$ cat config.mk
export PLATFORM = sky130hd
export DESIGN_NAME = vector_norm_distance_flat
export DESIGN_NICKNAME = d
export VERILOG_FILES = /design/src/vnd_pkg.sv /design/src/vnd_in_if.sv /design/src/vnd_out_if.sv /design/src/vnd_sqrt.sv /design/src/vector_norm_distance.sv /design/src/flat_wrapper.sv
export SDC_FILE = /design/constraint.sdc
export NUM_CORES = 1
export LEC_CHECK = 0
export BUFFER_PORTS_ARGS = -buffer_cell sky130_fd_sc_hd__buf_4
export CORE_MARGIN = 4
export CORE_UTILIZATION = 60
export CTS_CLUSTER_DIAMETER = 100
export DETAILED_ROUTE_END_ITERATION = 6
export PLACE_DENSITY_LB_ADDON = 0.2
export SLEW_MARGIN = 40
export SYNTH_ARGS = -nofsm -noshare
export SYNTH_HDL_FRONTEND = slang
export SYNTH_SLANG_ARGS = --single-unit
$ cat constraint.sdc
create_clock -name clk_i -period 28.9 [get_ports clk_i]
set_clock_uncertainty 0.05 [all_clocks]
set_input_delay 8.67 -clock clk_i [delete_from_list [all_inputs] [get_ports clk_i]]
set_output_delay 8.67 -clock clk_i [all_outputs]
set_load 0.01 [all_outputs]
$ cat src/vnd_pkg.sv
// ----------------------------------------------------------------------------
// vnd_pkg
// Shared widths, mode codes and status types of the vector distance block.
// ----------------------------------------------------------------------------
`default_nettype none

package vnd_pkg;

  localparam int ACC_W  = 48;
  localparam int DIST_W = 27;
  localparam int MODE_W = 2;

  localparam int MAX_LEN_DEF   = 1024;
  localparam int ELEM_BITS_DEF = 16;

  localparam logic [ACC_W-1:0]  ACC_MAX  = {ACC_W{1'b1}};
  localparam logic [DIST_W-1:0] DIST_MAX = {DIST_W{1'b1}};

  // distance kinds, bit one set selects the running maximum
  localparam logic [MODE_W-1:0] MODE_L1   = 2'd0;
  localparam logic [MODE_W-1:0] MODE_L2   = 2'd1;
  localparam logic [MODE_W-1:0] MODE_LINF = 2'd2;
  localparam int                MODE_MAX_BIT = 1;

  localparam logic [MODE_W-1:0] MODE_RESET = MODE_L2;

  typedef struct packed {
    logic busy;
    logic done;
  } sqrt_stat_t;

endpackage

`default_nettype wire

$ cat src/vnd_in_if.sv
// ----------------------------------------------------------------------------
// vnd_in_if
// Element pair channel: two signed elements and the last flag.
// ----------------------------------------------------------------------------
`default_nettype none

interface vnd_in_if #(
  parameter int ELEM_BITS = vnd_pkg::ELEM_BITS_DEF
);
  logic                        valid;
  logic                        ready;
  logic signed [ELEM_BITS-1:0] elem_a;
  logic signed [ELEM_BITS-1:0] elem_b;
  logic                        last;

  modport source (output valid, output elem_a, output elem_b, output last, input ready);
  modport sink   (input valid, input elem_a, input elem_b, input last, output ready);
endinterface

`default_nettype wire

$ cat src/vnd_out_if.sv
// ----------------------------------------------------------------------------
// vnd_out_if
// Result channel: distance and the too-long flag.
// ----------------------------------------------------------------------------
`default_nettype none

interface vnd_out_if;
  logic                        valid;
  logic                        ready;
  logic [vnd_pkg::DIST_W-1:0]  distance;
  logic                        too_long;

  modport source (output valid, output distance, output too_long, input ready);
  modport sink   (input valid, input distance, input too_long, output ready);
endinterface

`default_nettype wire

$ cat src/vnd_sqrt.sv
// ----------------------------------------------------------------------------
// vnd_sqrt
// Iterative floor square root, one root bit per cycle (digit recurrence).
// ----------------------------------------------------------------------------
`default_nettype none

module vnd_sqrt (
  input  wire logic                      clk_i,
  input  wire logic                      rst_ni,
  input  wire logic                      start_i,
  input  wire logic [vnd_pkg::ACC_W-1:0] operand_i,
  output vnd_pkg::sqrt_stat_t            stat_o,
  output logic [vnd_pkg::ACC_W/2-1:0]    root_o
);

  localparam int ACC_W  = vnd_pkg::ACC_W;
  localparam int ROOT_W = ACC_W / 2;
  localparam int REM_W  = ROOT_W + 2;
  localparam int CNT_W  = $clog2(ROOT_W);

  logic [ACC_W-1:0]  n_q,    n_d;
  logic [REM_W-1:0]  rem_q,  rem_d;
  logic [ROOT_W-1:0] root_q, root_d;
  logic [CNT_W-1:0]  cnt_q,  cnt_d;
  logic              busy_q, busy_d;
  logic              done_q, done_d;

  logic [REM_W-1:0]  rem_shift;
  logic [REM_W-1:0]  trial;

  always_comb begin
    rem_shift = {rem_q[REM_W-3:0], n_q[ACC_W-1 -: 2]};
    trial     = {root_q, 2'b01};
    n_d       = n_q;
    rem_d     = rem_q;
    root_d    = root_q;
    cnt_d     = cnt_q;
    busy_d    = busy_q;
    done_d    = 1'b0;
    if (start_i) begin
      n_d    = operand_i;
      rem_d  = '0;
      root_d = '0;
      cnt_d  = CNT_W'(ROOT_W - 1);
      busy_d = 1'b1;
    end else if (busy_q) begin
      n_d = {n_q[ACC_W-3:0], 2'b00};
      if (rem_shift >= trial) begin
        rem_d  = rem_shift - trial;
        root_d = {root_q[ROOT_W-2:0], 1'b1};
      end else begin
        rem_d  = rem_shift;
        root_d = {root_q[ROOT_W-2:0], 1'b0};
      end
      if (cnt_q == '0) begin
        busy_d = 1'b0;
        done_d = 1'b1;
      end else begin
        cnt_d = cnt_q - 1'b1;
      end
    end
  end

  always_ff @(posedge clk_i or negedge rst_ni) begin
    if (!rst_ni) begin
      busy_q <= 1'b0;
      done_q <= 1'b0;
      cnt_q  <= '0;
    end else begin
      busy_q <= busy_d;
      done_q <= done_d;
      cnt_q  <= cnt_d;
    end
  end

  always_ff @(posedge clk_i) begin
    n_q    <= n_d;
    rem_q  <= rem_d;
    root_q <= root_d;
  end

  assign stat_o.busy = busy_q;
  assign stat_o.done = done_q;
  assign root_o      = root_q;

endmodule

`default_nettype wire

$ cat src/vector_norm_distance.sv
// ----------------------------------------------------------------------------
// vector_norm_distance
// L1 / L2 / Linf distance between two vectors streamed one pair per beat.
// ----------------------------------------------------------------------------
// One element pair is taken per input beat; the block then drops ready while
// a small sequencer forms the magnitude (and its square for L2) in ST_MAG
// and folds it into the 48-bit saturating accumulator in ST_ACC. A pair
// with last then goes to ST_FINISH, which loads the result register; in L2
// mode the square-root unit first resolves one root bit per cycle in
// ST_ROOT, 24 root bits in all, before ST_FINISH. The result waits in an
// output register, so the next vector may start while the previous
// distance is still not taken. The mode register (reset L2) is sampled
// with each pair; a vector over MAX_LEN pairs gives too_long with the
// distance saturated.
`default_nettype none

module vector_norm_distance #(
  parameter int MAX_LEN   = vnd_pkg::MAX_LEN_DEF,
  parameter int ELEM_BITS = vnd_pkg::ELEM_BITS_DEF
) (
  input  wire logic                       clk_i,
  input  wire logic                       rst_ni,
  input  wire logic                       cfg_we_i,
  input  wire logic [vnd_pkg::MODE_W-1:0] cfg_wdata_i,
  vnd_in_if.sink                          in_i,
  vnd_out_if.source                       out_o
);

  localparam int ACC_W  = vnd_pkg::ACC_W;
  localparam int DIST_W = vnd_pkg::DIST_W;
  localparam int MODE_W = vnd_pkg::MODE_W;
  localparam int ROOT_W = ACC_W / 2;
  localparam int MAG_W  = ELEM_BITS + 1;
  localparam int TERM_W = 2 * MAG_W;
  localparam int SUM_W  = ((TERM_W > ACC_W) ? TERM_W : ACC_W) + 1;
  localparam int CNT_W  = $clog2(MAX_LEN + 1);

  typedef enum logic [2:0] {
    ST_IDLE,
    ST_MAG,
    ST_ACC,
    ST_ROOT,
    ST_FINISH
  } state_e;

  state_e                      state_q, state_d;
  logic [MODE_W-1:0]           mode_q, mode_d;
  logic [MODE_W-1:0]           item_mode_q, item_mode_d;
  logic signed [ELEM_BITS-1:0] a_q, a_d, b_q, b_d;
  logic                        last_q, last_d;
  logic [TERM_W-1:0]           term_q, term_d;
  logic [ACC_W-1:0]            acc_q, acc_d;
  logic [CNT_W-1:0]            cnt_q, cnt_d;
  logic                        ovf_q, ovf_d;
  logic                        out_valid_q, out_valid_d;
  logic [DIST_W-1:0]           dist_q, dist_d;
  logic                        too_long_q, too_long_d;

  logic signed [MAG_W-1:0]     diff;
  logic [MAG_W-1:0]            mag;
  logic [SUM_W-1:0]            sum;
  logic [ACC_W-1:0]            final_val;
  logic                        sqrt_start;
  vnd_pkg::sqrt_stat_t         sqrt_stat;
  logic [ROOT_W-1:0]           sqrt_root;

  vnd_sqrt u_sqrt (
    .clk_i     (clk_i),
    .rst_ni    (rst_ni),
    .start_i   (sqrt_start),
    .operand_i (acc_d),
    .stat_o    (sqrt_stat),
    .root_o    (sqrt_root)
  );

  always_comb begin
    diff = MAG_W'(a_q) - MAG_W'(b_q);
    mag  = diff[MAG_W-1] ? MAG_W'(-diff) : MAG_W'(diff);
    sum  = SUM_W'(acc_q) + SUM_W'(term_q);

    if (ovf_q) begin
      final_val = ACC_W'(vnd_pkg::DIST_MAX);
    end else if (item_mode_q == vnd_pkg::MODE_L2) begin
      final_val = ACC_W'(sqrt_root);
    end else begin
      final_val = acc_q;
    end

    state_d     = state_q;
    mode_d      = cfg_we_i ? cfg_wdata_i : mode_q;
    item_mode_d = item_mode_q;
    a_d         = a_q;
    b_d         = b_q;
    last_d      = last_q;
    term_d      = term_q;
    acc_d       = acc_q;
    cnt_d       = cnt_q;
    ovf_d       = ovf_q;
    out_valid_d = out_valid_q && !out_o.ready;
    dist_d      = dist_q;
    too_long_d  = too_long_q;
    sqrt_start  = 1'b0;

    case (state_q)
      ST_IDLE: begin
        if (in_i.valid) begin
          a_d         = in_i.elem_a;
          b_d         = in_i.elem_b;
          last_d      = in_i.last;
          item_mode_d = mode_q;
          state_d     = ST_MAG;
        end
      end
      ST_MAG: begin
        if (item_mode_q == vnd_pkg::MODE_L2) begin
          term_d = TERM_W'(mag) * TERM_W'(mag);
        end else begin
          term_d = TERM_W'(mag);
        end
        state_d = ST_ACC;
      end
      ST_ACC: begin
        if (cnt_q >= CNT_W'(MAX_LEN)) begin
          ovf_d = 1'b1;
        end else begin
          cnt_d = cnt_q + 1'b1;
          if (item_mode_q[vnd_pkg::MODE_MAX_BIT]) begin
            if (SUM_W'(term_q) > SUM_W'(acc_q)) begin
              acc_d = ACC_W'(term_q);
            end
          end else if (sum > SUM_W'(vnd_pkg::ACC_MAX)) begin
            acc_d = vnd_pkg::ACC_MAX;
          end else begin
            acc_d = ACC_W'(sum);
          end
        end
        if (!last_q) begin
          state_d = ST_IDLE;
        end else if (item_mode_q == vnd_pkg::MODE_L2 && !ovf_d) begin
          sqrt_start = 1'b1;
          state_d    = ST_ROOT;
        end else begin
          state_d = ST_FINISH;
        end
      end
      ST_ROOT: begin
        if (sqrt_stat.done) begin
          state_d = ST_FINISH;
        end
      end
      ST_FINISH: begin
        if (!out_valid_q || out_o.ready) begin
          out_valid_d = 1'b1;
          too_long_d  = ovf_q;
          if (final_val > ACC_W'(vnd_pkg::DIST_MAX)) begin
            dist_d = vnd_pkg::DIST_MAX;
          end else begin
            dist_d = DIST_W'(final_val);
          end
          acc_d   = '0;
          cnt_d   = '0;
          ovf_d   = 1'b0;
          state_d = ST_IDLE;
        end
      end
      default: begin
        state_d = ST_IDLE;
      end
    endcase
  end

  always_ff @(posedge clk_i or negedge rst_ni) begin
    if (!rst_ni) begin
      state_q     <= ST_IDLE;
      mode_q      <= vnd_pkg::MODE_RESET;
      item_mode_q <= vnd_pkg::MODE_RESET;
      last_q      <= 1'b0;
      acc_q       <= '0;
      cnt_q       <= '0;
      ovf_q       <= 1'b0;
      out_valid_q <= 1'b0;
      too_long_q  <= 1'b0;
    end else begin
      state_q     <= state_d;
      mode_q      <= mode_d;
      item_mode_q <= item_mode_d;
      last_q      <= last_d;
      acc_q       <= acc_d;
      cnt_q       <= cnt_d;
      ovf_q       <= ovf_d;
      out_valid_q <= out_valid_d;
      too_long_q  <= too_long_d;
    end
  end

  // payload only, no reset needed
  always_ff @(posedge clk_i) begin
    a_q    <= a_d;
    b_q    <= b_d;
    term_q <= term_d;
    dist_q <= dist_d;
  end

  assign in_i.ready     = (state_q == ST_IDLE);
  assign out_o.valid    = out_valid_q;
  assign out_o.distance = dist_q;
  assign out_o.too_long = too_long_q;

endmodule

`default_nettype wire

$ cat src/flat_wrapper.sv
// flat-port wrapper written by rule: the top's interface ports become plain ports
module vector_norm_distance_flat 
#(
  parameter int MAX_LEN   = vnd_pkg::MAX_LEN_DEF,
  parameter int ELEM_BITS = vnd_pkg::ELEM_BITS_DEF
)
  (clk_i, rst_ni, cfg_we_i, cfg_wdata_i, in_i_valid, in_i_elem_a, in_i_elem_b, in_i_last, in_i_ready, out_o_valid, out_o_distance, out_o_too_long, out_o_ready);
  vnd_in_if #(.ELEM_BITS(ELEM_BITS)) in_i_i ();
  vnd_out_if out_o_i ();
  input  wire logic clk_i;
  input  wire logic rst_ni;
  input  wire logic cfg_we_i;
  input  wire logic [vnd_pkg::MODE_W-1:0] cfg_wdata_i;
  input wire logic [$bits(in_i_i.valid)-1:0] in_i_valid;
  input wire logic [$bits(in_i_i.elem_a)-1:0] in_i_elem_a;
  input wire logic [$bits(in_i_i.elem_b)-1:0] in_i_elem_b;
  input wire logic [$bits(in_i_i.last)-1:0] in_i_last;
  output wire logic [$bits(in_i_i.ready)-1:0] in_i_ready;
  output wire logic [$bits(out_o_i.valid)-1:0] out_o_valid;
  output wire logic [$bits(out_o_i.distance)-1:0] out_o_distance;
  output wire logic [$bits(out_o_i.too_long)-1:0] out_o_too_long;
  input wire logic [$bits(out_o_i.ready)-1:0] out_o_ready;
  assign in_i_i.valid = in_i_valid;
  assign in_i_i.elem_a = in_i_elem_a;
  assign in_i_i.elem_b = in_i_elem_b;
  assign in_i_i.last = in_i_last;
  assign in_i_ready = in_i_i.ready;
  assign out_o_valid = out_o_i.valid;
  assign out_o_distance = out_o_i.distance;
  assign out_o_too_long = out_o_i.too_long;
  assign out_o_i.ready = out_o_ready;
  vector_norm_distance #(.MAX_LEN(MAX_LEN), .ELEM_BITS(ELEM_BITS)) u_core (.clk_i(clk_i), .rst_ni(rst_ni), .cfg_we_i(cfg_we_i), .cfg_wdata_i(cfg_wdata_i), .in_i(in_i_i), .out_o(out_o_i));
endmodule
=== Yosys cells after proc, flatten, opt, wreduce, memory -nomap -nowiden ===
Index checks and enable logic that the tools add are counted.

* Flip-flop bits (word level): 266
* ROM bits: 0
* RAM bits: 0
* Latch bits: 0
* Word-level logic and storage cells: 99
* Input bits: 40
* Memories kept: 0

* Multipliers: 1
* $add $sub $neg: 6
* Eq/ne operators: 10
* Mux-type cells: 41
* Divide/modulo/power cells: 0
* Bitwise gates (word level): 0
* Magnitude comparators: 5
* Reduce and logical (&&, ||, !) cells: 16
* Shift-type cells: 0

{| class="wikitable"
|+ Operators with widths
! operator !! number
|-
| 48-bit two-way mux || 9
|-
| 48-bit one-hot mux with 2 select lines || 1
|-
| 48-bit by 34-bit adder with 49-bit output || 1
|-
| 49-bit by 48-bit > comparator with 1-bit output (second input constant) || 1
|-
| 34-bit by 48-bit > comparator with 1-bit output || 1
|-
| 48-bit by 27-bit > comparator with 1-bit output (second input constant) || 1
|-
| 17-bit by 17-bit multiplier with 34-bit output || 1
|-
| 17-bit two-way mux || 2
|-
| 26-bit >= comparator || 1
|-
| 24-bit two-way mux || 1
|-
| 24-bit subtractor || 1
|-
| 11-bit two-way mux || 2
|-
| 11-bit one-hot mux with 2 select lines || 1
|-
| 17-bit negation || 1
|-
| 16-bit by 16-bit subtractor with 17-bit output || 1
|-
| 1-bit two-way mux || 15
|-
| 3-bit two-way mux || 5
|-
| 5-bit two-way mux || 3
|-
| 3-bit one-hot mux with 5 select lines || 1
|-
| 11-bit by 1-bit adder with 11-bit output (second input constant) || 1
|-
| 11-bit >= comparator (second input constant) || 1
|-
| 2-bit AND reduction || 4
|-
| 3-bit by 2-bit == test with 1-bit output (second input constant) || 2
|-
| 2-bit inequality test (second input constant) || 3
|-
| 13 further kinds || 19
|}

=== Depth between registers and ports, before layout ===
* Word-level depth: 10
* Mapped depth: 38

=== Modules after synthesis ===
Synthesis repeated with hierarchy kept, for this count alone.

* Cells, all modules: 2,667
* Area, all modules: 24,902.6 um^2

{| class="wikitable"
|+ By module, submodules not included
! module !! times used !! cells each !! area each (um^2) !! seq. area each (um^2)
|-
| vector_norm_distance || 1 || 2,098 || 19,160.9 || 4,546.9
|-
| vnd_sqrt || 1 || 569 || 5,741.8 || 2,577.5
|}

=== Worst setup path after synthesis ===
Ideal clock, no wire load.

* Kind: input -> register
* From: in in_i_valid
* To: reg u_core.last_q
* Slack: 17.092 ns
* Arrival time: 11.632 ns
* Required time: 28.725 ns
* Buffers on the path: 0
* Stages on the path: 3
* Cell sequence: nand2b_1 nor3_1 mux2_2

* Word-level cells in the longest chain between the ends: 1

{| class="wikitable"
|+ Ends and longest elaborated chain
! what !! RTL line !! RTL
|-
| start, declared || flat_wrapper.sv:14 || <nowiki>input wire logic [$bits(in_i_i.valid)-1:0] in_i_valid;</nowiki>
|-
| 2-bit AND reduction (no line) || -- ||
|-
| end signal, assigned || vector_norm_distance.sv:187 || <nowiki>last_q <= last_d;</nowiki>
|-
| end, declared || vector_norm_distance.sv:50 || <nowiki>logic last_q, last_d;</nowiki>
|}

No other way between the ends.
A chain may end at the register's enable or synchronous reset.

=== Final worst setup path ===
* From: in out_o_ready
* To: reg u_core.u_sqrt.n_q[41], data pin

* Word-level cells in the longest chain between the ends: 4

{| class="wikitable"
|+ Ends and longest elaborated chain
! what !! RTL line !! RTL
|-
| start, declared || flat_wrapper.sv:22 || <nowiki>input wire logic [$bits(out_o_i.ready)-1:0] out_o_ready;</nowiki>
|-
| 1-bit logical OR || vector_norm_distance.sv:152 || <nowiki>if (!out_valid_q || out_o.ready) begin</nowiki>
|-
| 48-bit two-way mux || vector_norm_distance.sv:152 ||
|-
| 48-bit one-hot mux with 2 select lines || vector_norm_distance.sv:104 || <nowiki>case (state_q)</nowiki>
|-
| 48-bit two-way mux || vnd_sqrt.sv:40 || <nowiki>if (start_i) begin</nowiki>
|-
| net u_core.u_sqrt.n_d[41] || vnd_sqrt.sv:21 || <nowiki>logic [ACC_W-1:0] n_q, n_d;</nowiki>
|-
| end signal, assigned || vnd_sqrt.sv:77 || <nowiki>n_q <= n_d;</nowiki>
|-
| end, declared || vnd_sqrt.sv:21 ||
|}

The timed path passes the listed nets, and every way through them passes these cells.

==> flow_summary.ini <==
[sta]
setup_violations = 0
hold_viol = 0
max_freq_ghz = 0.0935
tightest_slew_ns = 0.886
period_share = 0.370
rsz0062_at_grt = false
tns_ns = 0
maxSlewHeadroom = 0.409
final.min_clock_period_ns = 10.70
drv_slew = 0

[floorplan]
pin_count = 70
coreArea_um2 = 40800
fp.dieH_um = 211
initial_utilization = 0.608
dieArea_um2 = 44700
die_w_um = 211
std_cell_rows = 74

[grt]
antenna_found_initial = 0
grt_max_degree = 78
grt_pass1_wl_um = 108000
grt_pass1_vias = 20533
grt_overflow = 0
grt.total_usage = 0.297

[worst_setup_path]
crit_required_ns = 29.19
end_kind = register
cp_max_fo = 34
critical_path_class = in -> reg
critPathLaunchType = input port
worstPathArrival_ns = 10.98

[run_status]
status = complete, no violations

[routing]
drt_pass1_iterations = 6
via_count = 20243
ant_nets = 0
remaining_drc_errors = 0
via_per_inst = 6.03
drtIter0Drc = 1729
drt_wl_total_um = 66300
wire_per_inst_um = 19.7

[yosys]
synth_top_cell_area_share = 0.171
muxShareOfSynthArea = 0.0212
yosys.cell_types.count = 87
synth_cells = 2764
synthTopCellsByCount = inv_1, nor2_1, nand2_1
seq_area_frac_synth = 0.287
yosys.cell_count.top_type = inv_1
syn_area_per_cell_um2 = 8.98
yosysWarnings = 0
synth_async_sr_flop_share = 0.289
synth-seq-cells = 266
synth-adder-area-share = 0.269
synth_top_flop_cell = edfxtp_1
syn_area_um2 = 24800
synthSimpleGateAreaFrac = 0.145
yosys.area.top_type = edfxtp_1
synth_top_family_by_area = adder cells
ys_top_cells_by_area = edfxtp_1, fa_1, ha_1
synth_compound_area_frac = 0.159
synthXorXnorAreaFrac = 0.0395
synth_edf_count = 141

[hold_path]
hold_class = reg -> reg

[clocking]
h-tree-depth = 1
path_clk_slew_ns = 0.07
clk_latency_ns = 0.60
root_buffer = clkbuf_16
ctsHoldBuffers = 0
cts_resized = 0
clock_path_buffers = 3
cts_inserted_buffers = 31
cts.sinks = 266
cts_tree = built
post_cts_buffers = 0

[layout]
drive_above_1_share = 0.0755
fin_nets = 3254
areaGrowthSynthToFinish_pct = 8.95
seq_area_um2 = 7130
multi_input_area_um2 = 15900
fill_cells = 3305
antenna_cells = 0

[placement]
portBuffers = 69
gp_congestion = 0.966
hpwl_um = 49500

[run]
maxCapViolCount = 0
## per-layer routing
layer	up-vias	global-route usage	wire [um]
met4	0	0.118	2950
met3	174	0.0325	4080
li1	9468	-	-
met1	9895	0.399	27700
met2	706	0.500	31500
met5	-	0	0
## path summary, 6_finish.rpt
kind | start | end | slack, ns | depth (start not counted)
max | out_o_ready | u_core.u_sqrt.n_q[41] | 18.20 | 11
min | u_core.mode_q[1] | u_core.item_mode_q[1] | 0.43 | 2
max reg2reg | u_core.b_q[0] | u_core.term_q[31] | 18.37 | 32
min reg2reg | u_core.mode_q[1] | u_core.item_mode_q[1] | 0.43 | 2
max in group asynchronous | rst_ni | u_core.acc_q[21] | 20.23 | 1
min in group asynchronous | rst_ni | u_core.u_sqrt.cnt_q[2] | 8.07 | 1
## state kept, by name (all words and copies together), names as in the netlist
register               count
u_core.u_sqrt.busy_q       1
u_core.u_sqrt.rem_q       24
u_core.last_q              1
u_core.acc_q              48
u_core.out_o.valid         1
u_core.u_sqrt.root_o      24
u_core.u_sqrt.cnt_q        5
u_core.u_sqrt.done_q       1
u_core.mode_q              2
u_core.a_q                16
u_core.term_q             34
u_core.u_sqrt.n_q         48
u_core.ovf_q               1
u_core.out_o.too_long      1
u_core.b_q                16
u_core.state_q             3
u_core.item_mode_q         2
u_core.out_o.distance     27
u_core.cnt_q              11
## through the flow
step           std cells  setup slack (ns)   util  hold slack [ns]  instance area (um^2)
2_1_floorplan       2774             17.09      -            0.396                 24800
3_3_place_gp        3295             17.61  0.635            0.416                 25900
3_5_place_dp        3295             17.59  0.635            0.421                 25900
4_1_cts             3353             18.23  0.661            0.434                 27000
5_1_grt             3355             17.74  0.662            0.469                 27000
6_report            3355             18.20  0.662            0.429                 27000
## kinds of logic after synthesis
logic type / count (synthesis)
simple gates: 774
compound gates: 625
buf+inv: 519
fa+ha+maj: 416
flops: 266
xor+xnor: 111
mux: 51
other cells: 2
## critical path, cell delays in order
cell     delay [ns]
buf_4          0.08
nor2b_1        0.05
nor2_1         0.08
a21oi_1        0.10
nor2_2         0.10
buf_4          0.42
nand2_1        0.28
inv_1          0.46
buf_4          0.45
a311o_1        0.20
a31oi_1        0.08
## cell type report
cell class | instances | share of cell area
multi-input cells | 1989 | 0.587
flip-flops and latches | 266 | 0.264
inverters | 408 | 0.0567
clock buffers | 40 | 0.0318
repair buffers | 102 | 0.0290
well taps | 532 | 0.0246
clock inverters | 18 | 0.00736
## placed cells by master, fill, tap and decap left out, types with 8 or more instances in the layout
cell type / n
xnor2_1: 69
nand4_1: 24
dfrtp_1: 74
ha_1: 222
a211oi_1: 16
clkbuf_16: 32
mux2i_1: 38
and2_1: 17
buf_4: 99
nor3_1: 52
mux2_2: 13
nand3_1: 38
or3_1: 20
dfxtp_1: 48
conb_1: 12
o21bai_1: 18
nor4_1: 19
o22ai_1: 9
nand2b_1: 21
a31oi_1: 26
a21boi_0: 8
inv_1: 401
edfxtp_1: 141
o21a_1: 18
and3_1: 18
o31ai_1: 29
a21o_1: 37
o211ai_1: 34
nand2_1: 231
fa_1: 194
nor2b_1: 22
nor2_1: 256
xor2_1: 39
a21oi_1: 211
o21ai_0: 131
Power is not shown: default switching activity piles up to over one toggle a cycle in this logic, so the estimate is an artifact.
